<file path="src/rtl/rlc_rx_pkg.sv">
// Shared types and constants for the RLC AM receive reassembler.
package rlc_rx_pkg;

   typedef struct packed {
      logic        mode;
      logic [15:0] rnti;
      logic [4:0]  lc_id;
      logic [13:0] pdu_length;
      logic [7:0]  header_byte0;
      logic [7:0]  header_byte1;
      logic [7:0]  header_byte2;
   } req_type;

   typedef struct packed {
      logic [3:0]  outcome;
      logic [15:0] out_rnti;
      logic [4:0]  out_lc_id;
      logic [19:0] sdu_length;
      logic        partial_discarded;
   } rsp_type;

   localparam logic [3:0] OC_DELIVERED  = 4'd0;
   localparam logic [3:0] OC_HELD       = 4'd1;
   localparam logic [3:0] OC_NO_DATA    = 4'd2;
   localparam logic [3:0] OC_NOT_AM     = 4'd3;
   localparam logic [3:0] OC_BAD_HEADER = 4'd4;
   localparam logic [3:0] OC_STATUS     = 4'd5;
   localparam logic [3:0] OC_SEGMENT    = 4'd6;
   localparam logic [3:0] OC_NO_SLOT    = 4'd7;
   localparam logic [3:0] OC_BAD_FI     = 4'd8;
   localparam logic [3:0] OC_RELEASED   = 4'd9;
   localparam logic [3:0] OC_UNKNOWN_UE = 4'd10;

   localparam logic [1:0] FI_FULL  = 2'd0;
   localparam logic [1:0] FI_START = 2'd1;
   localparam logic [1:0] FI_END   = 2'd2;
   localparam logic [1:0] FI_MID   = 2'd3;

   localparam logic [1:0]  MAX_AM_RESET = 2'd2;
   localparam logic [19:0] LEN_MAX      = 20'hFFFFF;
   localparam logic [13:0] HDR_BYTES    = 14'd2;
   localparam logic [13:0] RF_MIN_LEN   = 14'd4;

endpackage

</file>
<file path="src/rtl/rlc_am_rx_sdu_reassembler_core.sv">
// Top level of the RLC AM receive reassembler: slot lookup, held-SDU table, result register.
//
// Each transfer on the request channel is one PDU descriptor or a UE release and yields exactly
// one result. In the accept cycle the rnti is matched against the UE slot table and the
// held-SDU memory (one synchronous port, registered read) is read at slot * AM_CHANNELS_PER_UE
// + lc_id (lc_id 0 when it is out of range); in the execute state the entry is updated, written back
// and the result is loaded into the output register. The next request is accepted only once the
// block is idle again, so a new item is not taken before the last result is committed; a stalled
// result holds the block in its execute state. The held-SDU memory needs no clearing pass: per-entry
// valid bits clear at reset, and a new or released UE clears its row of valid bits at once.
module rlc_am_rx_sdu_reassembler_core
   import rlc_rx_pkg::*;
#(
   parameter int UE_SLOTS           = 16,
   parameter int AM_CHANNELS_PER_UE = 4
) (
   input  logic       clock,
   input  logic       reset,
   input  logic       req_valid,
   output logic       req_stall,
   input  req_type    req_data,
   output logic       rsp_valid,
   input  logic       rsp_stall,
   output rsp_type    rsp_data,
   input  logic       csr_write_enable,
   input  logic [1:0] csr_write_data
);

   localparam int ENTRIES = UE_SLOTS * AM_CHANNELS_PER_UE;
   localparam int SLOT_W  = (UE_SLOTS > 1) ? $clog2(UE_SLOTS) : 1;
   localparam int ENTRY_W = (ENTRIES > 1) ? $clog2(ENTRIES) : 1;

   typedef enum logic {S_IDLE, S_EXEC} state_type;

   typedef struct packed {
      logic [9:0]  sn;
      logic [19:0] length;
   } held_type;

   state_type             state_ff, state_in;
   req_type               req_ff;
   logic [SLOT_W-1:0]     slot_ff;
   logic                  hit_ff;
   logic                  free_ok_ff;
   logic [ENTRY_W-1:0]    addr_ff;
   logic [1:0]            max_am_ff;
   logic                  rsp_valid_ff, rsp_valid_in;
   rsp_type               rsp_data_ff;
   logic [UE_SLOTS-1:0]   slot_used_ff, slot_used_in;
   logic [ENTRIES-1:0]    held_valid_ff, held_valid_in;
   logic [15:0]           slot_rnti_ff [UE_SLOTS];
   held_type              held_mem [ENTRIES];
   held_type              held_rd_ff;

   logic                  accept;
   logic                  commit;
   logic                  look_hit;
   logic                  look_free;
   logic [SLOT_W-1:0]     hit_idx;
   logic [SLOT_W-1:0]     free_idx;
   logic [SLOT_W-1:0]     slot_sel;
   logic [4:0]            lc_sel;
   logic [ENTRY_W-1:0]    rd_addr;

   logic                  rnti_we;
   logic                  mem_we;
   held_type              mem_wdata;
   rsp_type               rsp_new;
   logic [3:0]            oc;
   logic [19:0]           len;
   logic                  disc;
   logic                  row_any;
   logic                  clear_row;
   logic                  hv;
   logic                  cont;
   logic                  keep_going;
   logic [9:0]            sn;
   logic [1:0]            fi;
   logic [13:0]           size;
   logic [20:0]           sum;
   logic [19:0]           sum_sat;
   logic                  not_am;

   assign req_stall = (state_ff != S_IDLE);
   assign accept    = req_valid && !req_stall;
   assign commit    = (state_ff == S_EXEC) && (!rsp_valid_ff || !rsp_stall);
   assign rsp_valid = rsp_valid_ff;
   assign rsp_data  = rsp_data_ff;

   // slot lookup on the incoming rnti
   always_comb begin
      look_hit  = 1'b0;
      look_free = 1'b0;
      hit_idx   = '0;
      free_idx  = '0;
      for (int k = 0; k < UE_SLOTS; k++) begin
         if (slot_used_ff[k] && (slot_rnti_ff[k] == req_data.rnti)) begin
            look_hit = 1'b1;
            hit_idx  = SLOT_W'(k);
         end
      end
      for (int k = UE_SLOTS - 1; k >= 0; k--) begin
         if (!slot_used_ff[k]) begin
            look_free = 1'b1;
            free_idx  = SLOT_W'(k);
         end
      end
      slot_sel = look_hit ? hit_idx : free_idx;
      lc_sel   = (32'(req_data.lc_id) < AM_CHANNELS_PER_UE) ? req_data.lc_id : 5'd0;
      rd_addr  = ENTRY_W'(32'(slot_sel) * AM_CHANNELS_PER_UE + 32'(lc_sel));
   end

   // decode, reassemble and build the result
   always_comb begin
      oc            = OC_NOT_AM;
      len           = '0;
      disc          = 1'b0;
      rnti_we       = 1'b0;
      mem_we        = 1'b0;
      clear_row     = 1'b0;
      slot_used_in  = slot_used_ff;
      held_valid_in = held_valid_ff;
      sn            = {req_ff.header_byte0[1:0], req_ff.header_byte1};
      fi            = req_ff.header_byte0[4:3];
      size          = req_ff.pdu_length - HDR_BYTES;
      sum           = {1'b0, held_rd_ff.length} + 21'(size);
      sum_sat       = sum[20] ? LEN_MAX : sum[19:0];
      hv            = hit_ff && held_valid_ff[addr_ff];
      cont          = (sn == held_rd_ff.sn) || (sn == held_rd_ff.sn + 10'd1);
      keep_going    = hv && cont && ((fi == FI_END) || (fi == FI_MID));
      mem_wdata     = held_rd_ff;
      not_am        = (req_ff.lc_id > {3'b000, max_am_ff})
                      || (32'(req_ff.lc_id) >= AM_CHANNELS_PER_UE);
      row_any       = 1'b0;
      for (int c = 0; c < AM_CHANNELS_PER_UE; c++) begin
         row_any = row_any
                   || held_valid_ff[ENTRY_W'(32'(slot_ff) * AM_CHANNELS_PER_UE + c)];
      end

      if (req_ff.mode) begin
         if (hit_ff) begin
            oc                    = OC_RELEASED;
            disc                  = row_any;
            clear_row             = 1'b1;
            slot_used_in[slot_ff] = 1'b0;
         end else begin
            oc = OC_UNKNOWN_UE;
         end
      end else if (not_am) begin
         oc = OC_NOT_AM;
      end else if (req_ff.pdu_length == 14'd0) begin
         oc = OC_NO_DATA;
      end else if (req_ff.pdu_length < HDR_BYTES) begin
         oc = OC_BAD_HEADER;
      end else if (!req_ff.header_byte0[7]) begin
         oc = OC_STATUS;
      end else if (req_ff.header_byte0[6] && (req_ff.pdu_length < RF_MIN_LEN)) begin
         oc = OC_BAD_HEADER;
      end else if (!hit_ff && !free_ok_ff) begin
         oc = OC_NO_SLOT;
      end else begin
         if (!hit_ff) begin
            rnti_we               = 1'b1;
            clear_row             = 1'b1;
            slot_used_in[slot_ff] = 1'b1;
         end
         if (req_ff.header_byte0[6]) begin
            oc = OC_SEGMENT;
         end else if (req_ff.header_byte0[2]) begin
            oc = OC_BAD_HEADER;
         end else if (keep_going) begin
            if (fi == FI_END) begin
               oc                     = OC_DELIVERED;
               len                    = sum_sat;
               held_valid_in[addr_ff] = 1'b0;
            end else begin
               oc        = OC_HELD;
               mem_we    = 1'b1;
               mem_wdata = '{sn: sn, length: sum_sat};
            end
         end else begin
            disc                   = hv;
            held_valid_in[addr_ff] = 1'b0;
            case (fi)
               FI_FULL: begin
                  oc  = OC_DELIVERED;
                  len = 20'(size);
               end
               FI_START: begin
                  oc                     = OC_HELD;
                  mem_we                 = 1'b1;
                  mem_wdata              = '{sn: sn, length: 20'(size)};
                  held_valid_in[addr_ff] = 1'b1;
               end
               default: oc = OC_BAD_FI;
            endcase
         end
      end

      if (clear_row) begin
         for (int c = 0; c < AM_CHANNELS_PER_UE; c++) begin
            held_valid_in[ENTRY_W'(32'(slot_ff) * AM_CHANNELS_PER_UE + c)] = 1'b0;
         end
         if (!req_ff.mode && !req_ff.header_byte0[6] && !req_ff.header_byte0[2]
             && !keep_going && (fi == FI_START)) begin
            held_valid_in[addr_ff] = 1'b1;
         end
      end

      rsp_new.outcome           = oc;
      rsp_new.out_rnti          = req_ff.rnti;
      rsp_new.out_lc_id         = req_ff.mode ? 5'd0 : req_ff.lc_id;
      rsp_new.sdu_length        = (oc == OC_DELIVERED) ? len : 20'd0;
      rsp_new.partial_discarded = disc;
   end

   always_comb begin
      state_in     = state_ff;
      rsp_valid_in = rsp_valid_ff && rsp_stall;
      unique case (state_ff)
         S_IDLE: begin
            if (accept) begin
               state_in = S_EXEC;
            end
         end
         S_EXEC: begin
            if (commit) begin
               state_in     = S_IDLE;
               rsp_valid_in = 1'b1;
            end
         end
         default: state_in = S_IDLE;
      endcase
   end

   always_ff @(posedge clock) begin
      if (reset) begin
         state_ff      <= S_IDLE;
         rsp_valid_ff  <= 1'b0;
         max_am_ff     <= MAX_AM_RESET;
         slot_used_ff  <= '0;
         held_valid_ff <= '0;
      end else begin
         state_ff     <= state_in;
         rsp_valid_ff <= rsp_valid_in;
         if (csr_write_enable) begin
            max_am_ff <= csr_write_data;
         end
         if (commit) begin
            slot_used_ff  <= slot_used_in;
            held_valid_ff <= held_valid_in;
         end
      end
      if (accept) begin
         req_ff     <= req_data;
         slot_ff    <= slot_sel;
         hit_ff     <= look_hit;
         free_ok_ff <= look_free;
         addr_ff    <= rd_addr;
      end
      if (commit) begin
         rsp_data_ff <= rsp_new;
      end
   end

   always_ff @(posedge clock) begin
      if (commit && rnti_we) begin
         slot_rnti_ff[slot_ff] <= req_ff.rnti;
      end
   end

   always_ff @(posedge clock) begin
      if (accept) begin
         held_rd_ff <= held_mem[rd_addr];
      end
      if (commit && mem_we) begin
         held_mem[addr_ff] <= mem_wdata;
      end
   end

endmodule
</file>
<file path="config.mk">
export PLATFORM = sky130hd
export DESIGN_NAME = rlc_am_rx_sdu_reassembler_core
export DESIGN_NICKNAME = d
export VERILOG_FILES = /design/src/rtl/rlc_rx_pkg.sv /design/src/rtl/rlc_am_rx_sdu_reassembler_core.sv
export SDC_FILE = /design/constraint.sdc
export NUM_CORES = 2
export LEC_CHECK = 0
export BUFFER_PORTS_ARGS = -buffer_cell sky130_fd_sc_hd__buf_4
export CAP_MARGIN = 30
export CELL_PAD_IN_SITES_DETAIL_PLACEMENT = 2
export CELL_PAD_IN_SITES_GLOBAL_PLACEMENT = 2
export CORE_ASPECT_RATIO = 0.9
export CORE_MARGIN = 4
export CORE_UTILIZATION = 51
export DETAILED_ROUTE_END_ITERATION = 8
export GPL_ROUTABILITY_DRIVEN = 1
export PLACE_DENSITY = 0.91
export SLEW_MARGIN = 20
export SYNTH_ARGS = -nofsm -noshare
export SYNTH_HDL_FRONTEND = slang
export SYNTH_SLANG_ARGS = --single-unit
</file>
<file path="constraint.sdc">
create_clock -name clock -period 21.7 [get_ports clock]
set_clock_uncertainty 0.05 [all_clocks]
set_input_delay 2.17 -clock clock [delete_from_list [all_inputs] [get_ports clock]]
set_output_delay 2.17 -clock clock [all_outputs]
set_load 0.01 [all_outputs]
</file>
==> impl_metrics.csv, run 1 <==
group,metric,value,unit
outcome,status,"aborted with a tool error",
outcome,haltStage,"detailed placement",
outcome,firstError,"[ERROR DPL-0033] detailed placement checks failed during check placement.",
yosys,syn_area,99300,um^2
yosys,synth_cell_types,96,
yosys,synthArstFlopShare,0,%
die,die_y,427,um
die,initial_core_util,51.3,%
yosys,synth-main-ff-cell,"edfxtp_1",
placed_design,port_buffers,105,
yosys,yosysWarnings,0,
yosys,synth_edf_count,2315,
yosys,syn_area_per_cell,16.0,um^2
placed_design,routabilityCongestion,0.877,
die,ios,115,
placed_design,dp.final_hpwl,260,mm
die,rows,153,
yosys,ys_ff_latch,2399,
yosys,ys_seq_area_share,71.7,%
die,die_x,473,um
yosys,syn_inst,6205,
[Yosys cell counts, types with 32 or more instances]
cell type	count	area (um^2)
clkbuf_1	353	1330
edfxtp_1	2315	69500
o31ai_1	32	240
nor2_4	55	619
o21ai_0	580	2900
a211o_1	38	333
xnor2_1	186	1630
nand2_1	201	754
buf_4	35	263
nor3_1	81	405
a21oi_1	58	290
nor4_1	62	388
nand3_1	52	260
inv_1	98	368
nor2_1	189	709
mux4_2	121	2730
mux2i_1	591	5920
xor2_1	109	955
a311oi_1	50	438
o221ai_1	481	4210
dfxtp_1	84	1680
nand4_1	79	494
[stage by stage]
stage / std cells / area [um^2] / hold WS [ps] / worst slack [ps]
2_1_floorplan: 6208 / 99300 / 407 / 14870
3_3_place_gp: 8606 / 103000 / 417 / 12800
[kinds of logic after synthesis]
logic type               Yosys count  synth area share, %
AO/OA/AOI/OAI                   1386                 9.69
XOR/XNOR                         295                 2.60
adder cells (fa/ha/maj)           24                0.317
buffers and inverters            525                 2.25
flip-flops                      2399                 71.7
multiplexers                     721                 8.80
other                              1              0.00377
AND/OR/NAND/NOR                  854                 4.66
==> run 2, diff against run 1 <==
Settings changed: CELL_PAD_IN_SITES_DETAIL_PLACEMENT 2 to default, CELL_PAD_IN_SITES_GLOBAL_PLACEMENT 2 to default, CORE_ASPECT_RATIO 0.9 to default, CORE_UTILIZATION 51 to 40, PLACE_DENSITY 0.91 to default, PLACE_DENSITY_LB_ADDON from default to 0.15.
==> run 2 against run 1 <==
Net effect:
- the run now ends clean
- area after synthesis unchanged
- synthesized cell count unchanged
==> impl_metrics.csv, run 2 <==
group,metric,value,unit
power_and_ir_drop,vdd_drop_max,0.0000732,V
routing,initialDrtViolationCount,5576,
routing,viasPerCell,5.84,
setup_path,startpoint_type,"input port",
sta,grt_setup_unrepaired,"false",
finish,largest_register_ffs,1920,
yosys,synth-main-ff-cell,"edfxtp_1",
sta,worst_slew_pin_slew,1240,ps
clock_tree,clkTransAtPathRegs,60,ps
setup_path,cp.arrival,8010,ps
clock_tree,cts-buffers-inserted,279,
placed_design,place_area,105000,um^2
global_routing,grt-ovfl-total,0,
global_routing,antenna_found_initial,6,
setup_path,cp.required,22270,ps
global_routing,grt_use_total,21.5,%
finish,layout_common_cells,"edfxtp_1 (2315), mux2i_1 (591), o21ai_0 (573), o221ai_1 (481), clkbuf_16 (285)",
yosys,ys_ff_latch,2399,
clock_tree,hold_buffers,0,
die,core,247000,um^2
finish,nets,6458,
power_and_ir_drop,power_density,88.6,nW/um^2
sta,hold_viol,0,
sta,fmax,0.134,GHz
sta,period_needed,7440,ps
die,rows,182,
clock_tree,htree_levels,5,
clock_tree,cts.repair.resized,0,
clock_tree,clkSinkCount,2399,
finish,final_common_cell,"edfxtp_1",
clock_tree,cts_buffer_depth,4,
routing,ant_nets,0,
yosys,synth.top_cell.area_share,70.0,%
global_routing,grt_pass1_vias,56400,
min_path,hold_path_depth,2,
placed_design,dp.final_hpwl,155,mm
clock_tree,cts_setup_buffers,0,
die,ios,115,
die,dieArea,256000,um^2
yosys,ys_seq_area_share,71.7,%
routing,vias,57600,
min_path,min_path_type,"flip-flop to flip-flop",
yosys,synth_top_cell_by_area,"edfxtp_1",
yosys,synth_area_leaders,"edfxtp_1 (70%), mux2i_1 (6.0%), o221ai_1 (4.2%)",
finish,final_cells,9873,
die,die_x,506,um
yosys,ys_top_cells_by_count,"edfxtp_1 (2315), mux2i_1 (591), o21ai_0 (580), o221ai_1 (481), clkbuf_1 (353)",
sta,finalCritPeriodShare,34.3,%
yosys,yosysWarnings,0,
sta,setup_viol,0,
setup_path,reg2reg_depth,16,
yosys,synth_cell_types,96,
clock_tree,cts_tree,"yes",
clock_tree,cts_root_buf,"clkbuf_16",
sta,relSlewSlack,17.2,%
finish,reg_top3,"held_mem: 1920 flops, slot_rnti_ff: 256 flops, held_valid_ff: 64 flops",
yosys,synthArstFlopShare,0,%
power_and_ir_drop,cellLeakagePower,34.0,nW
placed_design,placed_cells,9392,
routing,drc,0,
yosys,synth.most_common_cell,"edfxtp_1",
setup_path,critPathKind,"input port to flip-flop",
setup_path,endpoint_kind,"flip-flop",
die,initial_core_util,40.3,%
yosys,synth_edf_count,2315,
setup_path,cp_max_fo,146,
yosys,syn_area,99300,um^2
finish,drive_above_1_share,14.0,%
routing,wl_per_cell,28.6,um
outcome,status,"finished clean",
die,die_y,506,um
finish,largest_register,"held_mem",
routing,routed_wl,283,mm
yosys,syn_area_per_cell,16.0,um^2
routing,drt-pass1-iter-count,5,
global_routing,grt_max_degree,189,
yosys,syn_inst,6205,
sta,slew_viol_final,0,
global_routing,grt_pass1_wl,407,mm
sta,setup_tns,0,ps
placed_design,port_buffers,105,
finish,postLayoutCellArea,113000,um^2
power_and_ir_drop,design_power_total,10.0,mW
job,cap_violations,0,
finish,area_growth,13.8,%
placed_design,routabilityCongestion,0.851,
clock_tree,clk-insertion-delay-late,930,ps
[run 2: per-stage QoR]
stage	hold slack, ps	utilization, %	worst slack, ps
floorplan	407	-	14870
detailed placement	435	42.4	13030
global placement	424	42.3	13040
CTS	449	45.8	13940
finish	450	45.9	14260
global route	471	45.8	14070
[run 2: layout make-up]
class	count	area (um^2)
Fill cell	21400	134000
Sequential cell	2399	71200
Multi-Input combinational cell	3284	26400
Clock buffer	374	7500
Tap cell	3312	4140
Timing Repair Buffer	304	2660
Clock inverter	98	816
Inverter	99	379
Antenna cell	3	7.51
[run 2: worst max-delay path, cell delays in order]
cell,delay (ps)
buf_4,120
inv_8,140
nor4_2,340
buf_12,680
buf_4,590
buf_4,730
buf_4,590
buf_4,750
mux2i_1,260
o21ai_0,130
mux4_2,550
mux2i_1,490
mux2i_1,170
[run 2: logic make-up after synthesis]
kind of cell             count (synthesis)  share of synthesized area [%]
other                                    1                        0.00377
AO/OA/AOI/OAI                         1386                           9.69
buffers and inverters                  525                           2.25
adder cells (fa/ha/maj)                 24                          0.317
AND/OR/NAND/NOR                        854                           4.66
multiplexers                           721                           8.80
flip-flops                            2399                           71.7
XOR/XNOR                               295                           2.60
[run 2: per-layer routing]
metal | track usage, % | vias up | part of all wire (%)
li1 | - | 25400 | -
met1 | 30.7 | 29900 | 44
met2 | 34.8 | 1892 | 48
met3 | 2.81 | 442 | 5.5
met4 | 5.91 | 0 | 2.8
met5 | 0 | - | 0
[run 2: path summary, 6_finish.rpt]
kind                                                startpoint                        endpoint  slack, ps
worst min register to register  held_valid_ff[26]$_SDFFE_PP0P_  held_valid_ff[26]$_SDFFE_PP0P_        450
worst min-delay path            held_valid_ff[26]$_SDFFE_PP0P_  held_valid_ff[26]$_SDFFE_PP0P_        450
worst max-delay path                              req_data[38]        held_rd_ff[27]$_DFFE_PP_      14260
worst max register to register    slot_rnti_ff[4][6]$_DFFE_PP_         held_rd_ff[6]$_DFFE_PP_      15700
[run 2: power breakdown]
group	internal, mW	switching [mW]
clock	2.56	1.79
sequential	5.14	0.0295
combinational	0.148	0.358
Note: power is estimated with default switching activity, not from simulation.
